==> src/rtl/atup_pkg.sv <==
// ----------------------------------------------------------------------------
// atup_pkg: shared types and constants
// Widths, character codes, queue sizing and the word formats passed between
// the front end, the queues and the back end of the parser.
// ----------------------------------------------------------------------------
package atup_pkg;

    localparam int VALUE_BITS  = 64;
    localparam int OFFSET_BITS = 16;
    localparam int BASE_BITS   = 6;
    localparam int CHAR_BITS   = 8;

    localparam int QDEPTH    = 2;
    localparam int QPTR_BITS = (QDEPTH > 1) ? $clog2(QDEPTH) : 1;
    localparam int QCNT_BITS = $clog2(QDEPTH + 1);

    localparam logic [CHAR_BITS-1:0] CH_SPACE = 8'h20;
    localparam logic [CHAR_BITS-1:0] CH_NL    = 8'h0A;
    localparam logic [CHAR_BITS-1:0] CH_CR    = 8'h0D;
    localparam logic [CHAR_BITS-1:0] CH_TAB   = 8'h09;
    localparam logic [CHAR_BITS-1:0] CH_MINUS = 8'h2D;
    localparam logic [CHAR_BITS-1:0] CH_PLUS  = 8'h2B;
    localparam logic [CHAR_BITS-1:0] CH_0     = 8'h30;
    localparam logic [CHAR_BITS-1:0] CH_9     = 8'h39;
    localparam logic [CHAR_BITS-1:0] CH_UA    = 8'h41;
    localparam logic [CHAR_BITS-1:0] CH_UZ    = 8'h5A;
    localparam logic [CHAR_BITS-1:0] CH_LA    = 8'h61;
    localparam logic [CHAR_BITS-1:0] CH_LZ    = 8'h7A;
    localparam logic [CHAR_BITS-1:0] CH_UX    = 8'h58;
    localparam logic [CHAR_BITS-1:0] CH_LX    = 8'h78;
    localparam logic [CHAR_BITS-1:0] CH_UPPER_OFS = 8'd55;  // 'A' - 10
    localparam logic [CHAR_BITS-1:0] CH_LOWER_OFS = 8'd87;  // 'a' - 10

    localparam logic [BASE_BITS-1:0] BASE_OCT = 6'd8;
    localparam logic [BASE_BITS-1:0] BASE_DEC = 6'd10;
    localparam logic [BASE_BITS-1:0] BASE_HEX = 6'd16;
    localparam logic [BASE_BITS-1:0] BASE_AUTO = 6'd0;

    // classified character
    typedef struct packed {
        logic                 start;
        logic                 is_space;
        logic                 is_sign;
        logic                 is_minus;
        logic                 is_zero;
        logic                 is_x;
        logic                 digit_ok;
        logic [BASE_BITS-1:0] digit;
    } class_t;

    typedef struct packed {
        logic [VALUE_BITS-1:0]  value;
        logic                   overflowed;
        logic                   parsed_any;
        logic [OFFSET_BITS-1:0] end_offset;
    } result_t;

endpackage

==> src/rtl/atup_front.sv <==
// ----------------------------------------------------------------------------
// atup_front: character classifier
// Decodes one incoming character into space, sign, prefix and digit flags.
// ----------------------------------------------------------------------------
module atup_front
    import atup_pkg::*;
(
    input  logic [CHAR_BITS-1:0] char_in,
    input  logic                 start_flag,
    output class_t               cls
);

    logic                 is_dec;
    logic                 is_up;
    logic                 is_lo;
    logic [CHAR_BITS-1:0] dval;

    always_comb
    begin
        is_dec = (char_in >= CH_0)  && (char_in <= CH_9);
        is_up  = (char_in >= CH_UA) && (char_in <= CH_UZ);
        is_lo  = (char_in >= CH_LA) && (char_in <= CH_LZ);
        priority if (is_dec)
            dval = char_in - CH_0;
        else if (is_up)
            dval = char_in - CH_UPPER_OFS;
        else
            dval = char_in - CH_LOWER_OFS;

        cls.start    = start_flag;
        cls.is_space = (char_in == CH_SPACE) || (char_in == CH_NL) ||
                       (char_in == CH_CR) || (char_in == CH_TAB);
        cls.is_sign  = (char_in == CH_MINUS) || (char_in == CH_PLUS);
        cls.is_minus = (char_in == CH_MINUS);
        cls.is_zero  = (char_in == CH_0);
        cls.is_x     = (char_in == CH_UX) || (char_in == CH_LX);
        cls.digit_ok = is_dec || is_up || is_lo;
        cls.digit    = dval[BASE_BITS-1:0];
    end

endmodule

==> src/rtl/atup_cq.sv <==
// ----------------------------------------------------------------------------
// atup_cq: classified character queue
// Short FIFO between the classifier and the parse engine.
// ----------------------------------------------------------------------------
module atup_cq
    import atup_pkg::*;
(
    input  logic   clk,
    input  logic   rst_n,
    input  logic   push,
    input  class_t push_data,
    output logic   full,
    input  logic   pop,
    output class_t pop_data,
    output logic   empty
);

    class_t                 mem_reg [QDEPTH];
    logic [QPTR_BITS-1:0]   wr_ptr_reg, wr_ptr_next;
    logic [QPTR_BITS-1:0]   rd_ptr_reg, rd_ptr_next;
    logic [QCNT_BITS-1:0]   cnt_reg, cnt_next;
    logic                   do_push;
    logic                   do_pop;

    assign full     = (cnt_reg == QCNT_BITS'(QDEPTH));
    assign empty    = (cnt_reg == '0);
    assign do_push  = push && !full;
    assign do_pop   = pop && !empty;
    assign pop_data = mem_reg[rd_ptr_reg];

    always_comb
    begin
        wr_ptr_next = wr_ptr_reg;
        rd_ptr_next = rd_ptr_reg;
        if (do_push)
            wr_ptr_next = (wr_ptr_reg == QPTR_BITS'(QDEPTH - 1)) ? '0 : wr_ptr_reg + 1'b1;
        if (do_pop)
            rd_ptr_next = (rd_ptr_reg == QPTR_BITS'(QDEPTH - 1)) ? '0 : rd_ptr_reg + 1'b1;
        unique case ({do_push, do_pop})
            2'b10:   cnt_next = cnt_reg + 1'b1;
            2'b01:   cnt_next = cnt_reg - 1'b1;
            default: cnt_next = cnt_reg;
        endcase
    end

    always_ff @(posedge clk or negedge rst_n)
    begin
        if (!rst_n)
        begin
            wr_ptr_reg <= '0;
            rd_ptr_reg <= '0;
            cnt_reg    <= '0;
        end
        else
        begin
            wr_ptr_reg <= wr_ptr_next;
            rd_ptr_reg <= rd_ptr_next;
            cnt_reg    <= cnt_next;
        end
    end

    always_ff @(posedge clk)
    begin
        if (do_push)
            mem_reg[wr_ptr_reg] <= push_data;
    end

endmodule

==> src/rtl/atup_back.sv <==
// ----------------------------------------------------------------------------
// atup_back: parse engine
// Runs the sign/prefix/digit sequence, accumulates digits with overflow
// detection and forms one result word at the first rejected character.
// ----------------------------------------------------------------------------
module atup_back
    import atup_pkg::*;
(
    input  logic                 clk,
    input  logic                 rst_n,
    input  logic [BASE_BITS-1:0] cfg_base,
    input  class_t               item,
    input  logic                 item_valid,
    output logic                 item_take,
    input  logic                 res_ready,
    output logic                 res_push,
    output result_t              res
);

    typedef enum logic [2:0] {
        PH_IDLE, PH_SPACE, PH_SIGNED, PH_ZERO, PH_PREFIX, PH_DIGITS, PH_DONE
    } phase_t;

    typedef enum logic [1:0] {
        ST_NONE, ST_DIGITS, ST_OVF
    } status_t;

    localparam int PROD_BITS = VALUE_BITS + BASE_BITS;

    phase_t                 phase_reg, phase_next, ph;
    status_t                status_reg, status_next, st0, st_use;
    logic [VALUE_BITS-1:0]  acc_reg, acc_next, acc0;
    logic                   minus_reg, minus_next, min0;
    logic [BASE_BITS-1:0]   base_reg, base_next, base0, base_use;
    logic [OFFSET_BITS-1:0] cnt_reg, cnt_next, cnt0;
    logic [PROD_BITS-1:0]   prod;
    logic                   step;
    logic                   go_digit;
    logic                   first;
    logic                   reject;
    logic                   emit;

    assign step      = item_valid && res_ready;
    assign item_take = step;

    always_comb
    begin
        // a start word clears the parse before the character is looked at
        ph    = item.start ? PH_SPACE : phase_reg;
        acc0  = item.start ? '0 : acc_reg;
        min0  = item.start ? 1'b0 : minus_reg;
        st0   = item.start ? ST_NONE : status_reg;
        base0 = item.start ? cfg_base : base_reg;
        cnt0  = item.start ? '0 : cnt_reg;

        phase_next  = ph;
        acc_next    = acc0;
        minus_next  = min0;
        status_next = st0;
        base_next   = base0;
        cnt_next    = cnt0;
        base_use    = base0;
        st_use      = st0;
        go_digit    = 1'b0;
        first       = 1'b0;
        emit        = 1'b0;

        unique case (ph)
            PH_SPACE:
            begin
                if (item.is_space)
                    phase_next = PH_SPACE;
                else if (item.is_sign)
                begin
                    minus_next = item.is_minus;
                    phase_next = PH_SIGNED;
                end
                else
                    first = 1'b1;
            end
            PH_SIGNED:
                first = 1'b1;
            PH_ZERO:
            begin
                if (item.is_x)
                begin
                    base_next  = BASE_HEX;
                    phase_next = PH_PREFIX;
                end
                else
                begin
                    // the leading zero counts as a digit
                    base_use = (base0 == BASE_AUTO) ? BASE_OCT : base0;
                    st_use   = ST_DIGITS;
                    go_digit = 1'b1;
                end
            end
            PH_PREFIX, PH_DIGITS:
                go_digit = 1'b1;
            default:
                phase_next = ph;
        endcase

        if (first)
        begin
            if (((base0 == BASE_AUTO) || (base0 == BASE_HEX)) && item.is_zero)
                phase_next = PH_ZERO;
            else
            begin
                base_use = (base0 == BASE_AUTO) ? BASE_DEC : base0;
                go_digit = 1'b1;
            end
        end

        prod   = PROD_BITS'(acc0) * PROD_BITS'(base_use) + PROD_BITS'(item.digit);
        reject = (base_use == '0) || !item.digit_ok || (item.digit >= base_use);

        if (go_digit)
        begin
            base_next   = base_use;
            status_next = st_use;
            if (reject)
            begin
                emit       = 1'b1;
                phase_next = PH_DONE;
            end
            else
            begin
                phase_next = PH_DIGITS;
                if ((st_use == ST_OVF) || (|prod[PROD_BITS-1:VALUE_BITS]))
                    status_next = ST_OVF;
                else
                begin
                    acc_next    = prod[VALUE_BITS-1:0];
                    status_next = ST_DIGITS;
                end
            end
        end

        if ((ph != PH_IDLE) && (ph != PH_DONE) && (cnt0 != '1))
            cnt_next = cnt0 + 1'b1;

        if (st_use == ST_OVF)
            res.value = '1;
        else if (min0)
            res.value = {VALUE_BITS{1'b0}} - acc0;
        else
            res.value = acc0;
        res.overflowed = (st_use == ST_OVF);
        res.parsed_any = (st_use != ST_NONE);
        res.end_offset = (st_use != ST_NONE) ? cnt0 : '0;
        res_push       = step && emit;
    end

    always_ff @(posedge clk or negedge rst_n)
    begin
        if (!rst_n)
        begin
            phase_reg  <= PH_IDLE;
            status_reg <= ST_NONE;
            acc_reg    <= '0;
            minus_reg  <= 1'b0;
            base_reg   <= '0;
            cnt_reg    <= '0;
        end
        else if (step)
        begin
            phase_reg  <= phase_next;
            status_reg <= status_next;
            acc_reg    <= acc_next;
            minus_reg  <= minus_next;
            base_reg   <= base_next;
            cnt_reg    <= cnt_next;
        end
    end

endmodule

==> src/rtl/atup_rq.sv <==
// ----------------------------------------------------------------------------
// atup_rq: result queue
// Short FIFO holding finished results until the consumer pops them.
// ----------------------------------------------------------------------------
module atup_rq
    import atup_pkg::*;
(
    input  logic    clk,
    input  logic    rst_n,
    input  logic    push,
    input  result_t push_data,
    output logic    full,
    input  logic    pop,
    output result_t pop_data,
    output logic    empty
);

    result_t                mem_reg [QDEPTH];
    logic [QPTR_BITS-1:0]   wr_ptr_reg, wr_ptr_next;
    logic [QPTR_BITS-1:0]   rd_ptr_reg, rd_ptr_next;
    logic [QCNT_BITS-1:0]   cnt_reg, cnt_next;
    logic                   do_push;
    logic                   do_pop;

    assign full     = (cnt_reg == QCNT_BITS'(QDEPTH));
    assign empty    = (cnt_reg == '0);
    assign do_push  = push && !full;
    assign do_pop   = pop && !empty;
    assign pop_data = mem_reg[rd_ptr_reg];

    always_comb
    begin
        wr_ptr_next = wr_ptr_reg;
        rd_ptr_next = rd_ptr_reg;
        if (do_push)
            wr_ptr_next = (wr_ptr_reg == QPTR_BITS'(QDEPTH - 1)) ? '0 : wr_ptr_reg + 1'b1;
        if (do_pop)
            rd_ptr_next = (rd_ptr_reg == QPTR_BITS'(QDEPTH - 1)) ? '0 : rd_ptr_reg + 1'b1;
        unique case ({do_push, do_pop})
            2'b10:   cnt_next = cnt_reg + 1'b1;
            2'b01:   cnt_next = cnt_reg - 1'b1;
            default: cnt_next = cnt_reg;
        endcase
    end

    always_ff @(posedge clk or negedge rst_n)
    begin
        if (!rst_n)
        begin
            wr_ptr_reg <= '0;
            rd_ptr_reg <= '0;
            cnt_reg    <= '0;
        end
        else
        begin
            wr_ptr_reg <= wr_ptr_next;
            rd_ptr_reg <= rd_ptr_next;
            cnt_reg    <= cnt_next;
        end
    end

    always_ff @(posedge clk)
    begin
        if (do_push)
            mem_reg[wr_ptr_reg] <= push_data;
    end

endmodule

==> src/rtl/ascii_to_unsigned_parser_core.sv <==
// ----------------------------------------------------------------------------
// ascii_to_unsigned_parser_core: streaming ASCII to unsigned converter
// One character word per cycle in while neither queue is full, one result word
// per parsed string out. A result is written into the result queue at the edge
// that lets the parse engine take its rejected character, so it can be popped
// at the following edge at the earliest. Throughput: 1 character per cycle
// while neither queue is full, the multiply-accumulate (value * base + digit)
// in the parse engine being combinational. Reset: asynchronous, clears both
// queues, the parse state and the base register (automatic base).
// ----------------------------------------------------------------------------
module ascii_to_unsigned_parser_core
    import atup_pkg::*;
(
    input  logic                   clk,
    input  logic                   rst_n,
    input  logic                   number_base_we,
    input  logic [BASE_BITS-1:0]   number_base,
    input  logic                   push,
    output logic                   full,
    input  logic [CHAR_BITS-1:0]   char_in,
    input  logic                   start_flag,
    output logic                   empty,
    input  logic                   pop,
    output logic [VALUE_BITS-1:0]  value,
    output logic                   overflowed,
    output logic                   parsed_any,
    output logic [OFFSET_BITS-1:0] end_offset
);

    logic [BASE_BITS-1:0] base_reg;
    class_t               cls_in;
    class_t               cls_out;
    logic                 cq_empty;
    logic                 back_take;
    logic                 rq_full;
    logic                 res_push;
    result_t              res_in;
    result_t              res_out;

    always_ff @(posedge clk or negedge rst_n)
    begin
        if (!rst_n)
            base_reg <= BASE_AUTO;
        else if (number_base_we)
            base_reg <= number_base;
    end

    atup_front u_front (
        .char_in    (char_in),
        .start_flag (start_flag),
        .cls        (cls_in)
    );

    atup_cq u_cq (
        .clk       (clk),
        .rst_n     (rst_n),
        .push      (push),
        .push_data (cls_in),
        .full      (full),
        .pop       (back_take),
        .pop_data  (cls_out),
        .empty     (cq_empty)
    );

    atup_back u_back (
        .clk        (clk),
        .rst_n      (rst_n),
        .cfg_base   (base_reg),
        .item       (cls_out),
        .item_valid (!cq_empty),
        .item_take  (back_take),
        .res_ready  (!rq_full),
        .res_push   (res_push),
        .res        (res_in)
    );

    atup_rq u_rq (
        .clk       (clk),
        .rst_n     (rst_n),
        .push      (res_push),
        .push_data (res_in),
        .full      (rq_full),
        .pop       (pop),
        .pop_data  (res_out),
        .empty     (empty)
    );

    assign value      = res_out.value;
    assign overflowed = res_out.overflowed;
    assign parsed_any = res_out.parsed_any;
    assign end_offset = res_out.end_offset;

    // engine must hold off while the result queue is full
    a_no_step_when_full: assert property (@(posedge clk) disable iff (!rst_n)
        rq_full |-> !back_take)
        else $error("parse engine stepped with result queue full");

    a_ovf_saturates: assert property (@(posedge clk) disable iff (!rst_n)
        (!empty && overflowed) |-> (value == '1) && parsed_any)
        else $error("overflow result not saturated");

    a_no_digits_zero: assert property (@(posedge clk) disable iff (!rst_n)
        (!empty && !parsed_any) |-> (value == '0) && (end_offset == '0))
        else $error("empty parse result not zero");

endmodule

==> config.mk <==
export PLATFORM = sky130hd
export DESIGN_NAME = ascii_to_unsigned_parser_core
export DESIGN_NICKNAME = d
export VERILOG_FILES = /design/src/rtl/atup_pkg.sv /design/src/rtl/atup_front.sv /design/src/rtl/atup_cq.sv /design/src/rtl/atup_back.sv /design/src/rtl/atup_rq.sv /design/src/rtl/ascii_to_unsigned_parser_core.sv
export SDC_FILE = /design/constraint.sdc
export NUM_CORES = 2
export LEC_CHECK = 0
export ABC_AREA = 0
export BUFFER_PORTS_ARGS = -buffer_cell sky130_fd_sc_hd__buf_2
export CORE_MARGIN = 2
export CORE_UTILIZATION = 40
export DETAILED_ROUTE_END_ITERATION = 6
export GPL_TIMING_DRIVEN = 0
export REMOVE_ABC_BUFFERS = 1
export SLEW_MARGIN = 30
export SYNTH_ARGS = -nofsm -noshare
export SYNTH_HDL_FRONTEND = slang
export SYNTH_SLANG_ARGS = --single-unit
export TNS_END_PERCENT = 100
==> constraint.sdc <==
create_clock -name clk -period 9 [get_ports clk]
set_clock_uncertainty 0.2 [all_clocks]
set_input_delay 1.35 -clock clk [delete_from_list [all_inputs] [get_ports clk]]
set_output_delay 1.35 -clock clk [all_outputs]
set_load 0.1 [all_outputs]
### Word-level counts from Yosys, hierarchy flattened

Memory sizes are Yosys's and may differ from the RTL's.
Index checks and enable logic that the tools add are counted.

* add/sub/neg operators: 14
* multiply operators: 1
* $lt $le $gt $ge: 7
* equality and inequality tests: 24
* multiplexer cells: 59
* reductions and logical operators: 38

Operators by type and width (count)
* 64-bit 2-to-1 mux: 6
* 6-bit 2-to-1 mux: 12
* 70-bit by 6-bit adder with 70-bit output: 1
* 64-bit by 6-bit multiplier with 70-bit output: 1
* 1-bit by 64-bit subtractor with 64-bit output, first input constant: 1
* 16-bit 2-to-1 mux: 3
* 8-bit by 6-bit == test with 1-bit output, second input constant: 4
* 8-bit by 4-bit == test with 1-bit output, second input constant: 3
* 3-bit 2-to-1 mux: 7
* 1-bit 2-to-1 mux: 19
* 16-bit by 1-bit adder with 16-bit output, second input constant: 1
* 8-bit by 7-bit == test with 1-bit output, second input constant: 2
* 8-bit by 7-bit >= comparator with 1-bit output, second input constant: 2
* 8-bit by 7-bit <= comparator with 1-bit output, second input constant: 2
* 16-bit != test, second input constant: 1
* 2-bit 2-to-1 mux: 7
* 1-bit logical AND: 12
* 6-bit logical NOT: 2
* 6-bit subtractor, second input constant: 2
* 1-bit logical OR: 11
* 2-bit == test, second input constant: 5
* 8-bit by 6-bit >= comparator with 1-bit output, second input constant: 1
* 8-bit by 6-bit <= comparator with 1-bit output, second input constant: 1
* 2-bit case mux with 2 select lines: 2
* other kinds (19): 35

* register bits after elaboration: 106
* bits in writable memories: 190
* input port bits: 20
* output and inout bits: 84
* logic and storage cells: 158
* memories: 2

Memory list
* u_rq.mem_reg: depth 2, bits a word 82, rd ports 1, clocked after Yosys merged registers in 0, wr ports 1, RTL line atup_rq.sv:18 `result_t mem_reg [QDEPTH];`
* u_cq.mem_reg: depth 2, bits a word 13, rd ports 1, clocked after Yosys merged registers in 0, wr ports 1, RTL line atup_cq.sv:18 `class_t mem_reg [QDEPTH];`

### Longest topological paths before layout

An unclocked memory read counts as a cell.

* depth after elaboration: 17
* gate-level depth with buffers: 33
* gate-level depth less buffers: 29

### Hierarchy

A second synthesis with hierarchy kept.

* cells, all modules: 2732
* area, all modules: 28110.7 um2

Modules (own cells, without submodules)
* atup_back: times used 1, cells an instance 2324, area an instance 19804.0 um2, seq. area each 2302.2 um2
* atup_rq: times used 1, cells an instance 273, area an instance 6461.2 um2, seq. area each 5024.8 um2
* atup_cq: times used 1, cells an instance 58, area an instance 1131.1 um2, seq. area each 880.8 um2
* atup_front: times used 1, cells an instance 62, area an instance 455.4 um2, seq. area each 0.0 um2
* ascii_to_unsigned_parser_core: times used 1, cells an instance 15, area an instance 259.0 um2, seq. area each 150.1 um2

### Worst setup path after synthesis

No wires, ideal clock.

* kind: reg-to-reg
* start point: register u_cq.rd_ptr_reg
* end point: register u_back.acc_reg[20]
* setup time: 121 ps
* arrival: 7508 ps
* data required time: 8679 ps
* path slack: 1171 ps
* stages on the path, launching flop included: 34
* buffers on the path: 4
* period minus slack after synthesis: 7829 ps
* cells stage by stage: dfrtp_1 -> buf_2 -> mux2_4 -> nor2_2 -> a22oi_1 -> o2bb2a_2 -> a31o_2 -> nor2_1 -> a211oi_1 -> nor2_1 -> clkbuf_1 -> and2_1 -> fa_1 -> inv_1 -> fa_1 -> inv_1 -> fa_1 -> inv_1 -> fa_1 -> inv_1 -> ha_1 -> a21o_1 -> a221oi_2 -> nor3_1 -> o2111ai_1 -> a211oi_1 -> a211oi_1 -> a211oi_1 -> a2111oi_0 -> and4b_1 -> o21ai_2 -> buf_6 -> buf_6 -> a22o_1

* longest elaborated chain between the ends: 15
* elaborated cells on any way between the ends: 43
* those cells by class: add/sub (1); mul (1); order compare (1); eq/ne (7); mux (22); reduce/logical (10); memory (1)

Ends and longest elaborated chain
* start: declaration: RTL line atup_cq.sv:20 `logic [QPTR_BITS-1:0] rd_ptr_reg, rd_ptr_next;`
* start signal: assignment: RTL line atup_cq.sv:57 `rd_ptr_reg <= rd_ptr_next;`
* memory 2 x 13 bit *
* 6-bit 2-to-1 mux: RTL line atup_back.sv:53 `base0 = item.start ? cfg_base : base_reg;`
* 6-bit logical NOT: RTL line atup_back.sv:93, atup_back.sv:106, atup_back.sv:110
* 6-bit 2-to-1 mux: RTL line atup_back.sv:93 `base_use = (base0 == BASE_AUTO) ? BASE_OCT : base0;`
* 6-bit 2-to-1 mux: RTL line atup_back.sv:85 `if (item.is_x)`
* 6-bit 2-to-1 mux: RTL line atup_back.sv:68 `unique case (ph)`
* 6-bit 2-to-1 mux: RTL line atup_back.sv:106 `if (((base0 == BASE_AUTO) || (base0 == BASE_HEX)) && item.is_zero)`
* 6-bit 2-to-1 mux: RTL line atup_back.sv:104 `if (first)`
* 64-bit by 6-bit multiplier with 70-bit output: RTL line atup_back.sv:115 `prod = PROD_BITS'(acc0) * PROD_BITS'(base_use) + PROD_BITS'(item.digit);`
* 70-bit by 6-bit adder with 70-bit output: RTL line atup_back.sv:115
* 6-bit OR reduction: RTL line atup_back.sv:130 `if ((st_use == ST_OVF) || (|prod[PROD_BITS-1:VALUE_BITS]))`
* 1-bit logical OR: RTL line atup_back.sv:130
* 64-bit 2-to-1 mux: RTL line atup_back.sv:130
* 64-bit 2-to-1 mux: RTL line atup_back.sv:122 `if (reject)`
* 64-bit 2-to-1 mux *: RTL line atup_back.sv:118 `if (go_digit)`
* end signal: assignment: RTL line atup_back.sv:170 `acc_reg <= acc_next;`
* end: declaration: RTL line atup_back.sv:32 `logic [VALUE_BITS-1:0] acc_reg, acc_next, acc0;`

Mark *: on every way between the ends. The rest lies on a longest branch, timed or not.
A chain may end at the register's enable or synchronous reset.

### Final worst setup path

* start point: register u_cq.rd_ptr_reg
* end point: register u_back.acc_reg[43]

Same word-level chain as after synthesis.

==> impl_metrics.env <==
export IMPL_path_max_fanout=25
export IMPL_fmax_mhz=115
export IMPL_worstHoldStart="u_cq.cnt_reg[1]"
export IMPL_clk_pin_slew_ns=0.06
export IMPL_max_slew_margin_pct=41.4
export IMPL_placed_cell_area_um2=29000
export IMPL_fin_area_um2=30500
export IMPL_hpwl_um=53600
export IMPL_cap_violations=0
export IMPL_numCtsBuffers=37
export IMPL_syn2layout_area_growth_pct=12.1
export IMPL_seq_area_um2=8380
export IMPL_finalNetCount=3062
export IMPL_status="finished, violations left"
export IMPL_r2r_end="u_back.acc_reg[43]"
export IMPL_std_cell_rows=95
export IMPL_antenna_found_initial=3
export IMPL_cts_buffer_depth=3
export IMPL_drtIter0Drc=1604
export IMPL_synth_edf_count=190
export IMPL_largest_register_ffs=164
export IMPL_synth_area_per_cell_um2=10.3
export IMPL_layout_drive_gt1_share_pct=14.3
export IMPL_h_tree_depth=2
export IMPL_via_count=20500
export IMPL_setup_ws_ns=0.278
export IMPL_worstSetupPathType="reg2reg"
export IMPL_port_buffers=103
export IMPL_async_reset_ff_share_pct=35.8
export IMPL_holdPathEnd="u_cq.cnt_reg[1]"
export IMPL_worstMarginPinSlew_ns=0.877
export IMPL_end_kind="flip-flop"
export IMPL_crit_path_frequent_cell="fa_1"
export IMPL_wl_per_cell_um=21.2
export IMPL_firstDrtPassIters=7
export IMPL_clock_sinks=296
export IMPL_ys_flop_type="edfxtp_1"
export IMPL_worstPathArrival_ns=8.97
export IMPL_final_cell_mix="269 x and3_1, 252 x fa_1, 190 x edfxtp_1"
export IMPL_ios=104
export IMPL_multi_input_area_um2=18000
export IMPL_ys_seq_area_share_pct=30.7
export IMPL_post_place_ws_ns=-1.43
export IMPL_r2r_slack_ns=0.28
export IMPL_wl_um=74900
export IMPL_slowest_stage="dfrtp_4"
export IMPL_grt_pass1_vias=21400
export IMPL_drtAntennaViolNets=0
export IMPL_ys_ff_latch=296
export IMPL_fillers=6271
export IMPL_core_area_um2=67300
export IMPL_gp_congestion=0.946
export IMPL_post_route_min_period_ns=8.72
export IMPL_vias_per_cell=5.81
export IMPL_vdd_drop_max_mv=0.223
export IMPL_max_stage_delay_ns=0.56
export IMPL_hold_path_depth=1
export IMPL_syn_area_um2=27200
export IMPL_p_per_area_nw_per_um2=256
export IMPL_grt_use_total_pct=21.5
export IMPL_ys_warn_count=0
export IMPL_route_detailed_drc=5
export IMPL_violations="DRC"
export IMPL_finalCritPeriodShare_pct=96.9
export IMPL_cp_data_required_time_ns=9.24
export IMPL_start_kind="flip-flop"
export IMPL_ys_types=85
export IMPL_final_common_cell="and3_1"
export IMPL_n_antenna_cell=0
export IMPL_grt_max_degree=67
export IMPL_dieArea_um2=70200
export IMPL_grt_pass1_wl_um=120000
export IMPL_die_x_um=265
export IMPL_die_y_um=265
export IMPL_ctsRootBufferMaster="clkbuf_16"
export IMPL_rr_startpoint="u_cq.rd_ptr_reg"
export IMPL_clock_latency_ns=0.58
export IMPL_p_leak_nw=14.7
export IMPL_syn_inst=2639
export IMPL_grt_ovfl_total=0
export IMPL_hp_class="reg2reg"
export IMPL_maxSlewViolCount=0
export IMPL_worstRegToRegCells=31
export IMPL_start_util_pct=40.5
export IMPL_setup_violations=0
export IMPL_cts_tree="yes"
export IMPL_hold_viol_final=0
==> worst max-delay path by stage <==
stage                          from                 end  slack [ns]  cells past startpoint
floorplan           u_cq.rd_ptr_reg  u_back.acc_reg[38]       -8.00                     27
global route        u_cq.rd_ptr_reg  u_back.acc_reg[30]       -0.03                     31
finish              u_cq.rd_ptr_reg  u_back.acc_reg[43]        0.28                     31
detailed placement  u_cq.rd_ptr_reg  u_back.acc_reg[52]       -1.43                     31
CTS                 u_cq.rd_ptr_reg  u_back.acc_reg[54]        0.06                     31
global placement    u_cq.rd_ptr_reg  u_back.acc_reg[44]      -19.46                     24
==> cell type report <==
type                       instances  area share [%]
clock buffer                      41            3.08
clock inverter                    27           0.951
inverter                          75           0.922
multi-input combinational       2053            58.9
sequential                       296            27.5
tap                              873            3.58
timing repair buffer             162            5.11
==> power by group <==
part | switching (mW) | internal [mW]
Combinational | 3.11 | 1.11
Sequential | 0.217 | 1.87
Clock | 0.636 | 0.885
==> critical path: cells and delay by family, from the launching register on <==
| kind | cells | cell delay (ns) |
|---|---|---|
| fa+ha+maj | 5 | 2.46 |
| xor+xnor | 1 | 0.17 |
| flops | 1 | 0.56 |
| buf+inv | 7 | 0.88 |
| compound gates | 14 | 3.54 |
| simple gates | 4 | 0.76 |
==> metal layers <==
metal | track usage, % | vias to the layer above | wire [um]
met5 | 0 | - | 23
met4 | 8.34 | 4 | 3160
met3 | 3.64 | 144 | 4660
met2 | 35.3 | 627 | 35100
met1 | 28.4 | 10400 | 32000
li1 | - | 9353 | -
==> logic make-up (layout without fill, tap and decap cells) <==
family | after synthesis | count (layout) | synth area share, %
simple gates | 857 | 857 | 17.3
xor+xnor | 152 | 152 | 4.89
flops | 296 | 296 | 30.7
compound gates | 505 | 505 | 12.0
mux | 119 | 122 | 4.83
fa+ha+maj | 417 | 417 | 26.1
buf+inv | 293 | 305 | 4.23
==> cells in the mapped netlist (11+ instances only) <==
cell	count	share of area, %
mux2_2	95	3.9
xor2_1	95	3.1
fa_1	252	19
a211oi_1	20	0.55
a31oi_1	21	0.48
dfrtp_1	106	9.7
nand4_1	22	0.51
clkbuf_1	186	2.6
nor2_1	104	1.4
ha_1	165	7.6
nand3_1	37	0.68
inv_1	75	1.0
nor3_1	28	0.51
o21bai_1	15	0.41
and3_1	269	6.2
a21oi_1	105	1.9
a22o_1	50	1.6
nand2_1	166	2.3
o31ai_1	29	0.80
o21a_1	11	0.30
xnor2_1	57	1.8
a21o_1	28	0.77
edfxtp_1	190	21
buf_2	21	0.39
and2_1	147	3.4
nand2b_1	16	0.37
or3_1	12	0.28
o21ai_0	153	2.8
mux2i_1	23	0.85
==> through the flow <==
stage	power, mW	util (%)	setup TNS [ns]	std cells	hold WS (ns)
after floorplan	4.82	-	-1745.68	2421	0.261
after global placement	5.79	41.6	-5002.31	3397	0.278
after detailed placement	6.16	43.0	-88.24	3436	0.311
after CTS	7.80	45.1	0	3517	0.325
after global routing	8.17	45.4	-0.428	3527	0.346
final	7.82	45.4	0	3527	0.334
==> repair_timing <==
action	CTS	global route
pin swaps	5	9
gates resized for setup	7	17
gates cloned	2	1
endpoints found under the hold margin	0	0
setup buffers	11	9
setup endpoints to repair	66	65
hold buffers	0	0
(Power assumes the default switching activity.)
